### config.mk
export PLATFORM = sky130hd
export DESIGN_NAME = checksummed_frame_command_parser_top
export DESIGN_NICKNAME = d
export VERILOG_FILES = /design/src/hdl/cfp_pkg.sv /design/src/hdl/cfp_parser.sv /design/src/hdl/cfp_out_buf.sv /design/src/hdl/checksummed_frame_command_parser_top.sv
export SDC_FILE = /design/constraint.sdc
export NUM_CORES = 1
export LEC_CHECK = 0
export ABC_AREA = 1
export CAP_MARGIN = 15
export CORE_ASPECT_RATIO = 1.2
export CORE_UTILIZATION = 45
export DETAILED_ROUTE_END_ITERATION = 6
export DONT_BUFFER_PORTS = 1
export PLACE_DENSITY_LB_ADDON = 0.12
export SLEW_MARGIN = 10
export SYNTH_ARGS = -nofsm -noshare
export SYNTH_HDL_FRONTEND = slang
export SYNTH_HIERARCHICAL = 1
export SYNTH_SLANG_ARGS = --single-unit
### constraint.sdc
create_clock -name clk_i -period 2.7 [get_ports clk_i]
set_clock_uncertainty 0.05 [all_clocks]
set_input_delay 0.54 -clock clk_i [delete_from_list [all_inputs] [get_ports clk_i]]
set_output_delay 0.54 -clock clk_i [all_outputs]
set_load 0.01 [all_outputs]
### src/hdl/cfp_pkg.sv
// Shared types and constants for the checksummed frame command parser.
`timescale 1ns / 1ps

package cfp_pkg;

  localparam int unsigned Channels = 64;

  localparam logic [7:0] StartByte   = 8'h02;
  localparam logic [7:0] EndByte     = 8'h03;
  localparam logic [7:0] StatusOk    = 8'h00;
  localparam logic [7:0] TypeCommand = 8'h64;
  localparam logic [7:0] RecSerial   = 8'h03;
  localparam logic [7:0] RecOutput   = 8'h07;
  localparam logic [7:0] KindMsg     = 8'h0A;

  localparam logic [7:0] CtlByte0 = 8'h03;
  localparam logic [7:0] CtlByte1 = 8'h00;
  localparam logic [7:0] CtlByte2 = 8'h01;
  localparam logic [7:0] CtlByte3 = 8'h00;

  localparam logic [7:0] RateOff  = 8'd0;
  localparam logic [7:0] Rate10Hz = 8'd1;
  localparam logic [7:0] Rate50Hz = 8'd15;
  localparam logic [7:0] Rate100Hz = 8'd16;

  localparam logic [7:0] MinLenHeader = 8'd7;
  localparam logic [7:0] MinLenRecord = 8'd8;
  localparam logic [7:0] MinLenOutput = 8'd14;

  localparam int unsigned NumSlots = 9;
  localparam logic [7:0] SlotPos [NumSlots] = '{
    8'd0, 8'd3, 8'd4, 8'd5, 8'd6, 8'd7, 8'd9, 8'd11, 8'd13
  };

  typedef enum logic [2:0] {
    CodeNone        = 3'd0,
    CodeOk          = 3'd1,
    CodeBadStatus   = 3'd2,
    CodeBadType     = 3'd3,
    CodeBadEnd      = 3'd4,
    CodeBadSum      = 3'd5,
    CodeShort       = 3'd6,
    CodeUnsupported = 3'd7
  } result_code_e;

  typedef struct packed {
    logic [7:0]   rate_value;
    logic [5:0]   rate_channel;
    logic         rate_written;
    result_code_e result_code;
    logic         ack;
    logic         frame_done;
  } res_t;

  localparam int unsigned ResW   = $bits(res_t);
  localparam int unsigned TdataW = ((ResW + 7) / 8) * 8;

endpackage

### src/hdl/cfp_parser.sv
// Input register, frame phase machine, checksum and command decode.
`timescale 1ns / 1ps

module cfp_parser (
  input  logic          clk_i,
  input  logic          rst_ni,
  input  logic          in_valid_i,
  output logic          in_ready_o,
  input  logic [7:0]    in_byte_i,
  output logic          res_valid_o,
  input  logic          res_ready_i,
  output cfp_pkg::res_t res_o
);

  localparam logic [2:0] PhStart  = 3'd0;
  localparam logic [2:0] PhStatus = 3'd1;
  localparam logic [2:0] PhType   = 3'd2;
  localparam logic [2:0] PhLength = 3'd3;
  localparam logic [2:0] PhData   = 3'd4;
  localparam logic [2:0] PhSum    = 3'd5;
  localparam logic [2:0] PhEnd    = 3'd6;

  logic         in_valid_q;
  logic [7:0]   in_byte_q;
  logic         advance;
  logic [2:0]   phase_q, phase_d;
  logic [7:0]   idx_q, idx_d;
  logic [7:0]   len_q, len_d;
  logic [7:0]   sum_q, sum_d;
  logic [7:0]   rsum_q, rsum_d;
  logic [7:0]   cap_q [cfp_pkg::NumSlots];
  cfp_pkg::res_t res, dec;
  logic [7:0]   rate, chan;

  assign advance     = in_valid_q & res_ready_i;
  assign in_ready_o  = ~in_valid_q | res_ready_i;
  assign res_valid_o = in_valid_q;
  assign res_o       = res;

  always_ff @(posedge clk_i or negedge rst_ni) begin
    if (!rst_ni) begin
      in_valid_q <= 1'b0;
    end else if (in_ready_o) begin
      in_valid_q <= in_valid_i;
    end
  end

  always_ff @(posedge clk_i) begin
    if (in_valid_i && in_ready_o) begin
      in_byte_q <= in_byte_i;
    end
  end

  always_ff @(posedge clk_i or negedge rst_ni) begin
    if (!rst_ni) begin
      phase_q <= PhStart;
      idx_q   <= '0;
      len_q   <= '0;
      sum_q   <= '0;
      rsum_q  <= '0;
    end else if (advance) begin
      phase_q <= phase_d;
      idx_q   <= idx_d;
      len_q   <= len_d;
      sum_q   <= sum_d;
      rsum_q  <= rsum_d;
    end
  end

  always_ff @(posedge clk_i) begin
    if (advance && phase_q == PhData) begin
      for (int k = 0; k < cfp_pkg::NumSlots; k++) begin
        if (idx_q == cfp_pkg::SlotPos[k]) begin
          cap_q[k] <= in_byte_q;
        end
      end
    end
  end

  assign rate = cap_q[7];
  assign chan = cap_q[8];

  always_comb begin
    dec = '0;
    dec.frame_done = 1'b1;
    if (len_q < cfp_pkg::MinLenHeader) begin
      dec.result_code = cfp_pkg::CodeShort;
    end else if (cap_q[1] != cfp_pkg::CtlByte0 || cap_q[2] != cfp_pkg::CtlByte1 ||
                 cap_q[3] != cfp_pkg::CtlByte2 || cap_q[4] != cfp_pkg::CtlByte3) begin
      dec.result_code = cfp_pkg::CodeUnsupported;
    end else if (len_q < cfp_pkg::MinLenRecord) begin
      dec.result_code = cfp_pkg::CodeShort;
    end else if (cap_q[5] == cfp_pkg::RecSerial) begin
      dec.ack         = 1'b1;
      dec.result_code = cfp_pkg::CodeOk;
    end else if (cap_q[5] != cfp_pkg::RecOutput) begin
      dec.result_code = cfp_pkg::CodeUnsupported;
    end else if (len_q < cfp_pkg::MinLenOutput) begin
      dec.result_code = cfp_pkg::CodeShort;
    end else if (cap_q[6] != cfp_pkg::KindMsg) begin
      dec.result_code = cfp_pkg::CodeUnsupported;
    end else if (rate != cfp_pkg::RateOff && rate != cfp_pkg::Rate10Hz &&
                 rate != cfp_pkg::Rate50Hz && rate != cfp_pkg::Rate100Hz) begin
      dec.result_code = cfp_pkg::CodeUnsupported;
    end else if ({1'b0, chan} >= 9'(cfp_pkg::Channels)) begin
      dec.result_code = cfp_pkg::CodeUnsupported;
    end else begin
      dec.ack          = 1'b1;
      dec.result_code  = cfp_pkg::CodeOk;
      dec.rate_written = 1'b1;
      dec.rate_channel = chan[5:0];
      dec.rate_value   = rate;
    end
  end

  always_comb begin
    phase_d = phase_q;
    idx_d   = idx_q;
    len_d   = len_q;
    sum_d   = sum_q;
    rsum_d  = rsum_q;
    res     = '0;
    case (phase_q)
      PhStart: begin
        if (in_byte_q == cfp_pkg::StartByte) begin
          idx_d   = '0;
          len_d   = '0;
          sum_d   = '0;
          phase_d = PhStatus;
        end
      end
      PhStatus: begin
        if (in_byte_q != cfp_pkg::StatusOk) begin
          res.frame_done  = 1'b1;
          res.result_code = cfp_pkg::CodeBadStatus;
          phase_d = PhStart;
          idx_d   = '0;
          len_d   = '0;
        end else begin
          sum_d   = sum_q + in_byte_q;
          phase_d = PhType;
        end
      end
      PhType: begin
        if (in_byte_q != cfp_pkg::TypeCommand) begin
          res.frame_done  = 1'b1;
          res.result_code = cfp_pkg::CodeBadType;
          phase_d = PhStart;
          idx_d   = '0;
          len_d   = '0;
        end else begin
          sum_d   = sum_q + in_byte_q;
          phase_d = PhLength;
        end
      end
      PhLength: begin
        len_d   = in_byte_q;
        idx_d   = '0;
        sum_d   = sum_q + in_byte_q;
        phase_d = (in_byte_q == 8'd0) ? PhSum : PhData;
      end
      PhData: begin
        sum_d = sum_q + in_byte_q;
        idx_d = idx_q + 8'd1;
        if (idx_d == len_q) begin
          phase_d = PhSum;
        end
      end
      PhSum: begin
        rsum_d  = in_byte_q;
        phase_d = PhEnd;
      end
      PhEnd: begin
        if (in_byte_q != cfp_pkg::EndByte) begin
          res.frame_done  = 1'b1;
          res.result_code = cfp_pkg::CodeBadEnd;
        end else if (sum_q != rsum_q) begin
          res.frame_done  = 1'b1;
          res.result_code = cfp_pkg::CodeBadSum;
        end else begin
          res = dec;
        end
        phase_d = PhStart;
        idx_d   = '0;
        len_d   = '0;
      end
      default: begin
        phase_d = PhStart;
        idx_d   = '0;
        len_d   = '0;
      end
    endcase
  end

endmodule

### src/hdl/cfp_out_buf.sv
// Two-entry result buffer: output register plus skid register.
`timescale 1ns / 1ps

module cfp_out_buf (
  input  logic          clk_i,
  input  logic          rst_ni,
  input  logic          valid_i,
  output logic          ready_o,
  input  cfp_pkg::res_t data_i,
  output logic          valid_o,
  input  logic          ready_i,
  output cfp_pkg::res_t data_o
);

  logic          out_valid_q;
  logic          skid_valid_q;
  cfp_pkg::res_t out_q;
  cfp_pkg::res_t skid_q;
  logic          out_free;

  assign ready_o  = ~skid_valid_q;
  assign valid_o  = out_valid_q;
  assign data_o   = out_q;
  assign out_free = ~out_valid_q | ready_i;

  always_ff @(posedge clk_i or negedge rst_ni) begin
    if (!rst_ni) begin
      out_valid_q  <= 1'b0;
      skid_valid_q <= 1'b0;
    end else if (out_free) begin
      out_valid_q  <= skid_valid_q | valid_i;
      skid_valid_q <= 1'b0;
    end else if (valid_i && ready_o) begin
      skid_valid_q <= 1'b1;
    end
  end

  always_ff @(posedge clk_i) begin
    if (out_free) begin
      out_q <= skid_valid_q ? skid_q : data_i;
    end else if (valid_i && ready_o) begin
      skid_q <= data_i;
    end
  end

endmodule

### src/hdl/checksummed_frame_command_parser_top.sv
// Top level of the checksummed frame command parser.
`timescale 1ns / 1ps

// Takes one received byte per item and returns exactly one result item per
// byte, in order. Frames are start 0x02, status, type, length, payload,
// checksum, end 0x03; the checksum is the 8-bit sum of status, type, length
// and payload. Results are all zero except on the byte that ends a frame
// attempt, which carries the result code, ack and any rate-table write
// (channel and rate code). A byte is registered on entry, parsed by the
// combinational phase machine and lands in a two-entry output buffer, so the
// block sustains one byte per clock while m_axis_tready stays high; the
// combinational running-sum and decode path sets that rate.
module checksummed_frame_command_parser_top (
  input  logic                         clk_i,
  input  logic                         rst_ni,
  input  logic                         s_axis_tvalid,
  output logic                         s_axis_tready,
  input  logic [7:0]                   s_axis_tdata,  // [7:0] rx_byte
  output logic                         m_axis_tvalid,
  input  logic                         m_axis_tready,
  // [0] frame_done, [1] ack, [4:2] result_code, [5] rate_written,
  // [11:6] rate_channel, [19:12] rate_value, rest zero
  output logic [cfp_pkg::TdataW-1:0]  m_axis_tdata
);

  logic          res_valid;
  logic          res_ready;
  cfp_pkg::res_t res;
  cfp_pkg::res_t out_res;

  cfp_parser u_parser (
    .clk_i       (clk_i),
    .rst_ni      (rst_ni),
    .in_valid_i  (s_axis_tvalid),
    .in_ready_o  (s_axis_tready),
    .in_byte_i   (s_axis_tdata),
    .res_valid_o (res_valid),
    .res_ready_i (res_ready),
    .res_o       (res)
  );

  cfp_out_buf u_out_buf (
    .clk_i   (clk_i),
    .rst_ni  (rst_ni),
    .valid_i (res_valid),
    .ready_o (res_ready),
    .data_i  (res),
    .valid_o (m_axis_tvalid),
    .ready_i (m_axis_tready),
    .data_o  (out_res)
  );

  assign m_axis_tdata = cfp_pkg::TdataW'(out_res);

endmodule

Word-level counts from Yosys, hierarchy flattened
Memory sizes are Yosys's and may differ from the RTL's.
Cells that the tools add are included.
{"block": "word_totals", "regBits": 86, "ramBits": 72, "inputBits": 12, "wordCells": 213, "mem_count": 1}
{"memory": "u_parser.cap_q", "depth": 9, "word_bits": 8, "rd": 8, "rd_clocked_by_memory_dff": 0, "wr": 1, "line_no": "cfp_parser.sv:31", "text": "logic [7:0] cap_q [cfp_pkg::NumSlots];"}
{"block": "classes", "add_sub_neg": 2, "magnitude_cmp": 4, "eq_ne": 33, "mux": 108, "bitwise_logic": 10, "reduce_logical": 34}
{"cell": "15-bit 2-to-1 mux", "count": 12}
{"cell": "8-bit 2-to-1 mux", "count": 13}
{"cell": "8-bit one-hot mux with 5 select lines", "count": 2}
{"cell": "8-bit OR reduction", "count": 8}
{"cell": "1-bit 2-to-1 mux", "count": 51}
{"cell": "3-bit 2-to-1 mux", "count": 12}
{"cell": "4-bit 2-to-1 mux", "count": 9}
{"cell": "8-bit by 3-bit equality test with 1-bit output (second input constant)", "count": 4}
{"cell": "8-bit one-hot mux with 4 select lines", "count": 1}
{"cell": "8-bit nonzero test", "count": 4}
{"cell": "8-bit by 2-bit equality test with 1-bit output (second input constant)", "count": 3}
{"cell": "8-bit by 4-bit equality test with 1-bit output (second input constant)", "count": 3}
{"cell": "20-bit 2-to-1 mux", "count": 1}
{"cell": "3-bit one-hot mux with 6 select lines", "count": 1}
{"cell": "8-bit logical NOT", "count": 2}
{"cell": "8-bit by 4-bit < comparator with 1-bit output (second input constant)", "count": 2}
{"cell": "8-bit by 1-bit inequality test with 1-bit output (second input constant)", "count": 2}
{"cell": "8-bit by 2-bit inequality test with 1-bit output (second input constant)", "count": 2}
{"cell": "8-bit by 4-bit inequality test with 1-bit output (second input constant)", "count": 2}
{"cell": "5-bit AND reduction", "count": 3}
{"cell": "3-bit equality test (second input constant)", "count": 3}
{"cell": "3-bit one-hot mux with 3 select lines", "count": 1}
{"cell": "8-bit by 1-bit adder with 8-bit output (second input constant)", "count": 1}
{"cell": "8-bit adder", "count": 1}
{"cell": "other kinds (24)", "count": 48}

Depth between registers and ports, before layout
Gate-level depths: netlist of the first run.
An unclocked memory read counts as a cell.
{"block": "logic_depth", "word_depth": 17, "ltp_mapped": 14}

By module
Netlist of the first run, hierarchy kept.
{"module": "cfp_parser", "instances": 1, "cells_each": 490, "area_per_inst_um2": 5096.1, "seq_area_each_um2": 3062.9}
{"module": "cfp_out_buf", "instances": 1, "cells_each": 114, "area_per_inst_um2": 1749.2, "seq_area_each_um2": 1251.2}
{"module": "checksummed_frame_command_parser_top", "instances": 1, "cells_each": 5, "area_per_inst_um2": 33.8, "seq_area_each_um2": 0.0}

Worst setup path before layout of the first run
Ideal clock, no wire load.
{"block": "synth_timing", "path_type": "reg2reg", "start": "register u_out_buf.skid_valid_q", "end": "memory u_parser.cap_q[1][2], in the netlist u_parser/cap_q[0][10] (enable)", "setup_time_ps": 395, "arrival_ps": 2002, "slack_ps": 253, "path_stages_with_launch": 7, "period_less_slack_ps": 2447, "path_cell_list": "dfrtp_1 > inv_2 > buf_12 > nand2_1 > inv_1 > nand2_1 > nor4_1"}
{"block": "synth_between", "elab_chain_cells": 14}
{"element": "start, declared", "line_no": "cfp_out_buf.sv:16", "text": "logic skid_valid_q;"}
{"element": "start signal, assigned", "line_no": "cfp_out_buf.sv:29", "text": "skid_valid_q <= 1'b0;"}
{"element": "start signal, assigned", "line_no": "cfp_out_buf.sv:32", "text": "skid_valid_q <= 1'b0;"}
{"element": "start signal, assigned", "line_no": "cfp_out_buf.sv:34", "text": "skid_valid_q <= 1'b1;"}
{"element": "1-bit NOT (*)", "line_no": "cfp_out_buf.sv:21", "text": "assign ready_o = ~skid_valid_q;"}
{"element": "named net res_ready", "line_no": "checksummed_frame_command_parser_top.sv:27", "text": "logic res_ready;"}
{"element": "1-bit bitwise AND (*)", "line_no": "cfp_parser.sv:35", "text": "assign advance = in_valid_q & res_ready_i;"}
{"element": "1-bit logical AND (*)", "line_no": "cfp_parser.sv:71", "text": "if (advance && phase_q == PhData) begin"}
{"element": "1-bit 2-to-1 mux", "line_no": "cfp_parser.sv:71"}
{"element": "1-bit 2-to-1 mux (implied by the code)", "line_no": "cfp_parser.sv:74", "text": "cap_q[k] <= in_byte_q;"}
{"element": "8-bit OR reduction (no source line)"}
{"element": "4-bit 2-to-1 mux (no source line) or 1-bit 2-to-1 mux (tied branches) (8 in a row)"}
{"element": "end, declared", "line_no": "cfp_parser.sv:31"}
The timed path passes the listed nets; every way through them passes the cells marked *.

Worst setup path in the final report of the first run
{"block": "layout_timing", "start": "register u_parser.phase_q[0]", "end": "memory u_parser.cap_q[5][0], in the netlist u_parser/cap_q[0][40] (enable)"}
{"block": "layout_between", "elab_chain_cells": 13}
{"element": "start, declared", "line_no": "cfp_parser.sv:26", "text": "logic [2:0] phase_q, phase_d;"}
{"element": "start signal, assigned", "line_no": "cfp_parser.sv:56", "text": "phase_q <= PhStart;"}
{"element": "start signal, assigned", "line_no": "cfp_parser.sv:62", "text": "phase_q <= phase_d;"}
{"element": "3-bit equality test (*)", "line_no": "cfp_parser.sv:71"}
{"element": "1-bit logical AND (*)", "line_no": "cfp_parser.sv:71"}
{"element": "1-bit 2-to-1 mux", "line_no": "cfp_parser.sv:71"}
{"element": "1-bit 2-to-1 mux (implied by the code)", "line_no": "cfp_parser.sv:74"}
{"element": "8-bit OR reduction (no source line)"}
{"element": "4-bit 2-to-1 mux (no source line) or 1-bit 2-to-1 mux (tied branches) (8 in a row)"}
Mark *: on every way between the ends. The rest lies on a longest branch, timed or not.

==> results.sh, run 1 <==
export IMPL_drv_slew=0
export IMPL_syn_area_um2=6880
export IMPL_critical_path_class="register to register"
export IMPL_ff_latch_area_um2=4310
export IMPL_ys_seq_area_share_pct=62.7
export IMPL_hold_viol_final=0
export IMPL_row_count=49
export IMPL_hold_depth=0
export IMPL_grt_pass1_vias=4144
export IMPL_h_tree_depth=4
export IMPL_finalSetupViolations=0
export IMPL_clk_pin_slew_ps=60
export IMPL_p_leak_nw=3.23
export IMPL_vias=4256
export IMPL_tightest_slew_ps=627
export IMPL_postSynthAreaPerCell_um2=11.3
export IMPL_setup_slack_ps=295
export IMPL_grt_max_degree=39
export IMPL_r2r_start="u_parser/phase_q[0]$_DFFE_PN0P_"
export IMPL_post_route_period_util_pct=89.1
export IMPL_final_util_pct=51.8
export IMPL_worstHoldStart="s_axis_tdata[0]"
export IMPL_slew_headroom_pct=58.1
export IMPL_drtPass1Iterations=5
export IMPL_status="finished, final reports clean"
export IMPL_p_per_area_nw_per_um2=740
export IMPL_die_area_um2=15800
export IMPL_io_pins=38
export IMPL_antenna_left=0
export IMPL_clock_path_buffers=2
export IMPL_cp_data_arrival_time_ps=2410
export IMPL_reg2reg_to="u_parser/cap_q[0][40]$_DFFE_PP_"
export IMPL_core_area_um2=15000
export IMPL_chipWidth_um=115
export IMPL_antenna_found_initial=0
export IMPL_cp_start_kind="register"
export IMPL_setup_tns_ps=0
export IMPL_postCtsSetupRepairBufs=0
export IMPL_syn2layout_area_growth_pct=12.8
export IMPL_routed_via_density=4.95
export IMPL_cp_max_fo=8
export IMPL_peakVddDrop_mv=0.455
export IMPL_drt_total_wl_um=13300
export IMPL_clock_latency_ps=420
export IMPL_max_freq_mhz=416
export IMPL_nFillCells=1341
export IMPL_overflow=0
export IMPL_ys_top_cells_by_area="edfxtp_1 49%, dfrtp_1 14%, nand2_1 7.9%"
export IMPL_start_util_pct=46.0
export IMPL_gp_congestion=0.824
export IMPL_diodes=0
export IMPL_place_hpwl_um=9240
export IMPL_holdPathEnd="u_parser/in_byte_q[0]$_DFFE_PP_"
export IMPL_fin_crit_ps=2400
export IMPL_grt_pass1_wl_um=21500
export IMPL_drv_cap=0
export IMPL_io_buffers=0
export IMPL_clock_sinks=150
export IMPL_grt_use_total_pct=18.8
export IMPL_cp_end_kind="register"
export IMPL_drc_errors=0
export IMPL_synth_top_cell_by_area="edfxtp_1"
export IMPL_syn_inst=609
export IMPL_root_buffer="clkbuf_16"
export IMPL_yosysUniqueCellTypes=41
export IMPL_pre_cts_ws_ps=331
export IMPL_final_nets=667
export IMPL_die_h_um=137
export IMPL_initialDrtViolationCount=226
export IMPL_cts_buffers_inserted=17
export IMPL_rr_worst_depth=7
export IMPL_synth_seq_cells=150
export IMPL_synth_top_area_share_pct=48.9
export IMPL_rsz0062_at_grt="no"
export IMPL_multiInputGateArea_um2=2240
export IMPL_rrSetupSlack_ps=300
export IMPL_wl_per_cell_um=15.5
export IMPL_ys_warn_count=6
export IMPL_holdCritPathClass="input port to register"
export IMPL_cts_tree="yes"
export IMPL_layout_drive_gt1_share_pct=19.2
export IMPL_required_ps=2700
==> repair_timing <==
action                                  in CTS  in global routing
hold buffers                                 2                  0
endpoints found under the hold margin       38                  0
resized for setup                            0                  0
endpoints found under the setup margin       0                  0
==> layer usage <==
| layer | up-vias | global-route usage (%) | share of wire [%] |
|---|---|---|---|
| met2 | 113 | 32.4 | 51 |
| met5 | - | 0 | 0 |
| li1 | 2103 | - | - |
| met4 | 0 | 7.50 | 1.6 |
| met3 | 16 | 4.49 | 3.5 |
| met1 | 2024 | 22.7 | 44 |
==> synth_stat cells, drive strengths merged <==
| cell | instances |
|---|---|
| conb | 2 |
| xnor2 | 2 |
| mux2 | 4 |
| o22ai | 4 |
| buf | 14 |
| edfxtp | 112 |
| o311ai | 1 |
| o21ai | 18 |
| nor3 | 11 |
| o211ai | 2 |
| or2 | 4 |
| nand2 | 188 |
| ha | 11 |
| inv | 57 |
| nand4 | 6 |
| nor4 | 12 |
| xor2 | 12 |
| a21oi | 13 |
| a211oi | 1 |
| nor2 | 62 |
| nand3 | 33 |
| dfrtp | 38 |
| fa | 1 |
| o21bai | 1 |
==> per-stage QoR <==
step | cell area [µm²] | std cells | hold WS, ps | power (W)
detailed placement | 7190 | 826 | 196 | 0.00360
global route | 7760 | 860 | 141 | 0.00599
floorplan | 6900 | 614 | 194 | 0.00342
finish | 7760 | 860 | 165 | 0.00574
CTS | 7760 | 860 | 145 | 0.00580
global placement | 7190 | 826 | 196 | 0.00358
==> flip-flops by register name (all words and copies together), names as in the netlist, 3 cells and up <==
name,count
u_out_buf/data_o,20
u_out_buf/skid_q,20
u_parser/cap_q,64
u_parser/idx_q,8
u_parser/in_byte_q,8
u_parser/len_q,8
u_parser/phase_q,3
u_parser/rsum_q,8
u_parser/sum_q,8
==> area by class of cell <==
type,count,area share [%]
Clock buffer,19,5.58
Inverter,57,2.76
Multi-Input combinational cell,393,28.8
Tap cell,204,3.29
Timing Repair Buffer,24,2.52
Clock inverter,13,1.39
Sequential cell,150,55.6
==> logic make-up (layout without fill, tap and decap cells) <==
logic type	after synthesis	in the layout	synth area share (%)
and+or+nand+nor	316	316	23.6
DFF	150	150	62.7
buffers and inverters	71	113	5.04
AOI/OAI and AO/OA	40	40	3.67
xor gates and xnor gates	14	14	1.89
adders and majority gates	12	12	2.29
muxes	4	4	0.655
other	2	7	0.109
==> worst max-delay path by stage <==
stage                                    startpoint  depth (start not counted)                              end
floorplan                             m_axis_tready                          3    u_out_buf/skid_q[0]$_DFFE_PP_
detailed placement  u_parser/cap_q[0][29]$_DFFE_PP_                          9   u_out_buf/data_o[10]$_DFFE_PP_
global placement    u_parser/cap_q[0][29]$_DFFE_PP_                          9   u_out_buf/data_o[12]$_DFFE_PP_
global route        u_parser/cap_q[0][29]$_DFFE_PP_                          9    u_out_buf/data_o[9]$_DFFE_PP_
finish              u_parser/phase_q[0]$_DFFE_PN0P_                          7  u_parser/cap_q[0][40]$_DFFE_PP_
CTS                 u_parser/cap_q[0][29]$_DFFE_PP_                          9   u_out_buf/data_o[10]$_DFFE_PP_
==> power by group <==
part | internal, W | switching [W]
Sequential | 0.00263 | 0.000117
Combinational | 0.000281 | 0.000548
Clock | 0.00126 | 0.000907
==> worst max-delay path: stages (launching register included) <==
cell	delay, ps
dfrtp_1	440
nor2_1	140
inv_1	120
nor2_1	200
nand2_1	220
inv_1	200
nand3_1	150
nor2_1	520
==> cell usage in the layout, fill, tap and decap left out, types with 3 or more instances in the layout <==
master / Yosys / routed
a21oi_1: 12 / 12
buf_4: 9 / 22
clkbuf_16: 0 / 17
clkinv_1: 0 / 4
clkinvlp_4: 0 / 3
conb_1: 2 / 7
dfrtp_1: 38 / 38
edfxtp_1: 112 / 112
ha_1: 11 / 11
inv_1: 56 / 56
mux2_2: 4 / 4
nand2_1: 144 / 144
nand2_2: 24 / 24
nand2_4: 20 / 20
nand3_1: 29 / 29
nand3_2: 3 / 3
nand4_1: 6 / 6
nor2_1: 55 / 55
nor2_4: 3 / 3
nor3_1: 9 / 9
nor4_1: 11 / 11
o21ai_0: 10 / 10
o21ai_2: 8 / 8
o22ai_1: 4 / 4
or2_2: 4 / 4
xor2_1: 11 / 11
Note: power is estimated with default switching activity, not from simulation.
==> run 2, diff against run 1 <==
- ABC_AREA: 1 -> not set
- CELL_PAD_IN_SITES_DETAIL_PLACEMENT: not set -> 1
- CELL_PAD_IN_SITES_GLOBAL_PLACEMENT: not set -> 2
- HOLD_SLACK_MARGIN: not set -> 0.12
==> run 2 against run 1 <==
Total power up 21%. Sequential power grew 11%. Routed wire length rose by 6.0%. Combinational power increased by 75%. Cell count is 22% lower. Die area down 4.1%. Global-route usage grew 1.8 points. Sequential cell count unchanged. Highest routed layer unchanged.
==> results.sh, run 2 <==
export IMPL_status="finished, final reports clean"
export IMPL_cts_tree="yes"
export IMPL_rsz0062_at_grt="no"
export IMPL_multiInputGateArea_um2=2110
export IMPL_final_common_cell="edfxtp_1"
export IMPL_drt_total_wl_um=14100
export IMPL_yosysUniqueCellTypes=68
export IMPL_drv_slew=0
export IMPL_postLayoutCellArea_um2=7500
export IMPL_holdCritPathClass="input port to register"
export IMPL_postCtsSetupRepairBufs=0
export IMPL_core_area_um2=14400
export IMPL_grt_max_degree=39
export IMPL_cp_start_kind="register"
export IMPL_gp_congestion=0.789
export IMPL_cp_end_kind="register"
export IMPL_setup_tns_ps=0
export IMPL_crit_start="u_parser/cap_q[0][45]$_DFFE_PP_"
export IMPL_place_hpwl_um=9860
export IMPL_p_per_area_nw_per_um2=926
export IMPL_cts_buffers_inserted=17
export IMPL_max_freq_mhz=415
export IMPL_postSynthAreaPerCell_um2=14.4
export IMPL_ys_warn_count=6
export IMPL_p_sw_share_pct=29.3
export IMPL_chipWidth_um=112
export IMPL_largest_register_ffs=64
export IMPL_syn_inst=458
export IMPL_r2r_start="u_parser/cap_q[0][45]$_DFFE_PP_"
export IMPL_routed_via_density=5.55
export IMPL_critical_path_class="register to register"
export IMPL_grt_pass1_wl_um=23000
export IMPL_fin_crit_ps=2410
export IMPL_ys_seq_area_share_pct=65.5
export IMPL_placed_area_um2=6850
export IMPL_grt_pass1_vias=4107
export IMPL_synth_edff_count=112
export IMPL_synth_most_common_cell="edfxtp_1"
export IMPL_slew_headroom_pct=54.8
export IMPL_worstHoldStart="s_axis_tdata[1]"
export IMPL_start_util_pct=45.9
export IMPL_cp_max_fo=3
export IMPL_clk_pin_slew_ps=60
export IMPL_final_nets=510
export IMPL_drc_errors=0
export IMPL_ys_async_sr_fraction_pct=25.3
export IMPL_total_power_w=0.00694
export IMPL_layout_drive_gt1_share_pct=19.2
export IMPL_hold_viol_final=0
export IMPL_finalSetupViolations=0
export IMPL_peakVddDrop_mv=0.423
export IMPL_whs_ps=162
export IMPL_syn2layout_area_growth_pct=13.8
export IMPL_layout_common_cells="112 x edfxtp_1, 38 x dfrtp_1, 29 x mux2_2, 21 x nor2_1, 20 x nand2_1"
export IMPL_drv_cap=0
export IMPL_drtPass1Iterations=4
export IMPL_required_ps=2820
export IMPL_root_buffer="clkbuf_16"
export IMPL_overflow=0
export IMPL_h_tree_depth=4
export IMPL_die_area_um2=15100
export IMPL_post_route_period_util_pct=89.3
export IMPL_clock_latency_ps=420
export IMPL_clock_sinks=150
export IMPL_synth_ff_type="edfxtp_1"
export IMPL_wl_per_cell_um=20.9
export IMPL_synth_seq_cells=150
export IMPL_grt_use_total_pct=20.6
export IMPL_tightest_slew_ps=676
export IMPL_antenna_left=0
export IMPL_io_pins=38
export IMPL_synth_top_area_share_pct=51.0
export IMPL_seqPwrFrac_pct=43.9
export IMPL_antenna_found_initial=1
export IMPL_syn_area_um2=6590
export IMPL_die_h_um=135
export IMPL_max_flop_register="u_parser/cap_q"
export IMPL_clkPwrFrac_pct=35.2
export IMPL_cp_data_arrival_time_ps=2530
export IMPL_io_buffers=0
export IMPL_intPower_w=0.00491
export IMPL_switching_power_w=0.00203
export IMPL_clock_path_buffers=2
export IMPL_vias=3744
export IMPL_row_count=48
export IMPL_ys_top_cells_by_area="edfxtp_1 51%, dfrtp_1 14%, mux2_2 5.0%"
export IMPL_ys_top_cells_by_count="112 x edfxtp_1, 38 x dfrtp_1, 29 x mux2_2"
export IMPL_initialDrtViolationCount=217
export IMPL_nFillCells=1420
export IMPL_p_leak_nw=2.84
export IMPL_p_comb_share_pct=20.9
export IMPL_ff_latch_area_um2=4310
export IMPL_synth_top_cell_by_area="edfxtp_1"
run 2: changes by cell type after synthesis, sizes merged, moves of 17 or more:
cell | before | now
nor2 | 62 | 22
nand2 | 188 | 20
xnor2 | 2 | 19
mux2 | 4 | 30
inv | 57 | 19
nand3 | 33 | 11
run 2: cells by family (layout without fill, tap and decap cells):
group	count (synthesis)	after routing	share of synthesized area, %
adder cells (fa/ha/maj)	12	12	2.39
AND/OR/NAND/NOR	139	139	12.3
XOR/XNOR	26	26	3.46
flip-flops	150	150	65.5
buffers and inverters	35	71	2.89
AO/OA/AOI/OAI	56	56	6.95
other	2	8	0.114
multiplexers	38	38	6.40
run 2: layout make-up:
cell class | count | area share (%)
flip-flops and latches | 150 | 57.5
multi-input cells | 278 | 28.1
clock buffers | 17 | 5.67
well taps | 175 | 2.92
clock inverters | 15 | 2.54
repair buffers | 20 | 2.20
inverters | 19 | 0.951
diodes | 1 | 0.0334
run 2: routing by layer:
metal,GRT usage (%),wire (µm),vias to the layer above
met1,25.1,5950,1891
met2,36.2,7470,75
met4,6.96,217,0
met3,4.76,476,17
met5,0,0,-
li1,-,-,1761
run 2: what timing repair did:
action	4_1_cts	5_1_grt
hold endpoints to repair	38	0
gates resized for setup	0	0
hold buffers	2	0
run 2: power by group through the flow:
stage | sequential, W | clock [W] | combinational, W
floorplan | 0.00299 | 0 | 0.00116
global placement | 0.00308 | 0 | 0.00140
detailed placement | 0.00310 | 0 | 0.00144
CTS | 0.00305 | 0.00250 | 0.00147
global route | 0.00309 | 0.00258 | 0.00162
finish | 0.00305 | 0.00245 | 0.00145
run 2: worst paths after layout:
path                                                   end  slack (ps)  cells after the start
max                          u_out_buf/data_o[3]$_DFFE_PP_         290                      6
min                        u_parser/in_byte_q[1]$_DFFE_PP_         160                      0
max reg2reg                  u_out_buf/data_o[3]$_DFFE_PP_         290                      6
min reg2reg                 u_parser/rsum_q[3]$_DFFE_PN0P_         480                      1
max in group asynchronous    u_parser/len_q[0]$_DFFE_PN0P_        1880                      2
min in group asynchronous    u_parser/sum_q[3]$_DFFE_PN0P_         510                      2
run 2: stage by stage:
stage / util (%) / worst slack (ps) / std cells
4_1_cts: 52.2 / 267 / 674
5_1_grt: 52.2 / 121 / 675
6_report: 52.2 / 290 / 675
2_1_floorplan: - / 197 / 463
3_3_place_gp: 47.7 / 355 / 640
3_5_place_dp: 47.7 / 264 / 640
run 2: critical path, cell delays in order, from the launching register on:
cell and delay, ps:
edfxtp_1 350, nor4_1 380, nand4_1 210, nor4_1 390
o21ai_0 230, a21o_2 260, mux2_2 270
==> run 3, diff against run 2 <==
- ABC_AREA: not set -> 1
- CORE_UTILIZATION: 45 -> 43
- TNS_END_PERCENT: not set -> 20
==> run 3 against run 2 <==
Sequential share of layout area down 1.9 points. Setup slack got worse by 0.57 ps. Global-route usage down 0.83 points. Critical path type unchanged. Die area up 9.1%. Fmax barely moved. Non-clock buffer count is 4 higher. Cell count rose by 28%. Register-to-register slack barely moved. First-iteration DRC count down 23%. Worst hold slack lost 2.3 ps. Critical endpoint is now u_parser/cap_q[0][40]$_DFFE_PP_. Critical path depth increased by 1.
==> results.sh, run 3 (synthesis gave the netlist of run 1 again) <==
export IMPL_status="finished, final reports clean"
export IMPL_row_count=50
export IMPL_r2r_start="u_parser/phase_q[0]$_DFFE_PN0P_"
export IMPL_syn2layout_area_growth_pct=12.6
export IMPL_drv_cap=0
export IMPL_slowest_delay_ps=500
export IMPL_diodes=0
export IMPL_chipWidth_um=117
export IMPL_clock_latency_ps=420
export IMPL_holdPathEnd="u_parser/in_byte_q[7]$_DFFE_PP_"
export IMPL_holdCritPathClass="input port to register"
export IMPL_io_buffers=0
export IMPL_largest_register_ffs=64
export IMPL_final_nets=667
export IMPL_max_flop_register="u_parser/cap_q"
export IMPL_cp_max_fo=8
export IMPL_hold_depth=0
export IMPL_worstHoldStart="s_axis_tdata[7]"
export IMPL_cp_end_kind="register"
export IMPL_path_buf_inv=2
export IMPL_clock_sinks=150
export IMPL_hold_viol_final=0
export IMPL_finalSetupViolations=0
export IMPL_pre_cts_ws_ps=219
export IMPL_initialDrtViolationCount=167
export IMPL_place_hpwl_um=10700
export IMPL_required_ps=2710
export IMPL_peakVddDrop_mv=0.456
export IMPL_postCtsSetupRepairBufs=0
export IMPL_cpMostUsedCell="nor2_1"
export IMPL_drv_slew=0
export IMPL_cp_top_family="simple AND/OR/NAND/NOR gates"
export IMPL_whs_ps=160
export IMPL_fin_crit_ps=2410
export IMPL_wl_per_cell_um=17.5
export IMPL_drc_errors=0
export IMPL_root_buffer="clkbuf_16"
export IMPL_antenna_found_initial=0
export IMPL_clk_pin_slew_ps=60
export IMPL_drtPass1Iterations=4
export IMPL_grt_use_total_pct=19.8
export IMPL_rr_worst_depth=7
export IMPL_grt_pass1_wl_um=24600
export IMPL_cp_data_arrival_time_ps=2420
export IMPL_post_route_period_util_pct=89.3
export IMPL_antenna_left=0
export IMPL_clock_path_buffers=2
export IMPL_p_per_area_nw_per_um2=734
export IMPL_grt_pass1_vias=4595
export IMPL_placed_area_um2=7190
export IMPL_layout_drive_gt1_share_pct=19.4
export IMPL_p_leak_nw=3.23
export IMPL_die_area_um2=16500
export IMPL_crit_slowest_cell="nor2_1"
export IMPL_overflow=0
export IMPL_vias=4358
export IMPL_rrSetupSlack_ps=290
export IMPL_cts_tree="yes"
export IMPL_total_power_w=0.00569
export IMPL_slew_headroom_pct=51.1
export IMPL_cp_start_kind="register"
export IMPL_reg2reg_to="u_parser/cap_q[0][40]$_DFFE_PP_"
export IMPL_max_freq_mhz=415
export IMPL_core_area_um2=15600
export IMPL_tightest_slew_ps=729
export IMPL_die_h_um=141
export IMPL_routed_via_density=5.04
export IMPL_drt_total_wl_um=15100
export IMPL_rsz0062_at_grt="no"
export IMPL_io_pins=38
export IMPL_h_tree_depth=4
export IMPL_path_cells="nor2_1, inv_1, nor2_1, nand2_1, inv_1, nand3_1, nor2_1"
export IMPL_start_util_pct=44.0
export IMPL_postLayoutCellArea_um2=7750
export IMPL_layout_common_cells="144 x nand2_1, 112 x edfxtp_1, 56 x inv_1, 55 x nor2_1, 38 x dfrtp_1"
export IMPL_grt_max_degree=39
export IMPL_setup_tns_ps=0
export IMPL_final_common_cell="nand2_1"
export IMPL_setup_slack_ps=289
export IMPL_gp_congestion=0.796
export IMPL_critical_path_class="register to register"
export IMPL_cts_buffers_inserted=17
## run 3: changes by cell type in the layout (fill, tap and decap cells not counted), moves of 7 or more
cell / before / now
mux2i_1: 8 / 0
xnor2_1: 19 / 2
a21oi_1: 5 / 12
o21ai_2: 0 / 8
a22o_1: 10 / 0
nand2_2: 0 / 24
nor2_1: 21 / 55
inv_1: 19 / 56
nand2_4: 0 / 20
mux2_2: 29 / 4
and2_1: 13 / 0
nand2_1: 20 / 144
nand3_1: 11 / 28
## run 3: how the worst max path moves through the flow
stage                                                from                               to  slack [ps]  cells after the start
after floorplan                             m_axis_tready    u_out_buf/skid_q[0]$_DFFE_PP_         250                      3
after global placement    u_parser/in_byte_q[0]$_DFFE_PP_    u_out_buf/data_o[9]$_DFFE_PP_         280                      9
after detailed placement  u_parser/in_byte_q[0]$_DFFE_PP_   u_out_buf/data_o[10]$_DFFE_PP_         220                      9
after CTS                 u_parser/in_byte_q[0]$_DFFE_PP_   u_out_buf/data_o[10]$_DFFE_PP_         200                      9
after global routing      u_parser/phase_q[0]$_DFFE_PN0P_  u_parser/cap_q[0][40]$_DFFE_PP_          70                      7
final                     u_parser/phase_q[0]$_DFFE_PN0P_  u_parser/cap_q[0][40]$_DFFE_PP_         290                      7
## run 3: what timing repair did
item                                    CTS  global route
hold buffers                              2             0
gates resized for setup                   0             1
endpoints found under the setup margin    0             1
endpoints found under the hold margin    38             0
## run 3: area by class of cell
class / count / area (µm²)
inverters: 57 / 214
fillers: 1706 / 7890
flip-flops and latches: 150 / 4310
repair buffers: 24 / 203
clock inverters: 13 / 82.6
clock buffers: 19 / 433
well taps: 208 / 260
multi-input cells: 393 / 2240
## run 3: layer usage
| metal | GRT usage [%] | part of all wire (%) |
|---|---|---|
| met3 | 4.32 | 2.6 |
| met2 | 37.0 | 55 |
| met1 | 22.5 | 41 |
| met4 | 5.80 | 0.88 |
| met5 | 0 | 0 |
## run 3: worst reg2reg max path: stages (launching register included)
cell and delay [ps]:
dfrtp_1 430, nor2_1 120, inv_1 110, nor2_1 180, nand2_1 240, inv_1 240, nand3_1 180, nor2_1 500
## run 3: power breakdown
| group | internal, W | switching (W) |
|---|---|---|
| sequential | 0.00263 | 0.000119 |
| clock | 0.00116 | 0.000928 |
| combinational | 0.000283 | 0.000563 |
## run 3: metrics by stage
step	utilization [%]	std cells
after detailed placement	46.0	830
after global placement	46.0	830
after global routing	49.5	864
after CTS	49.5	864
final	49.5	864
after floorplan	-	614
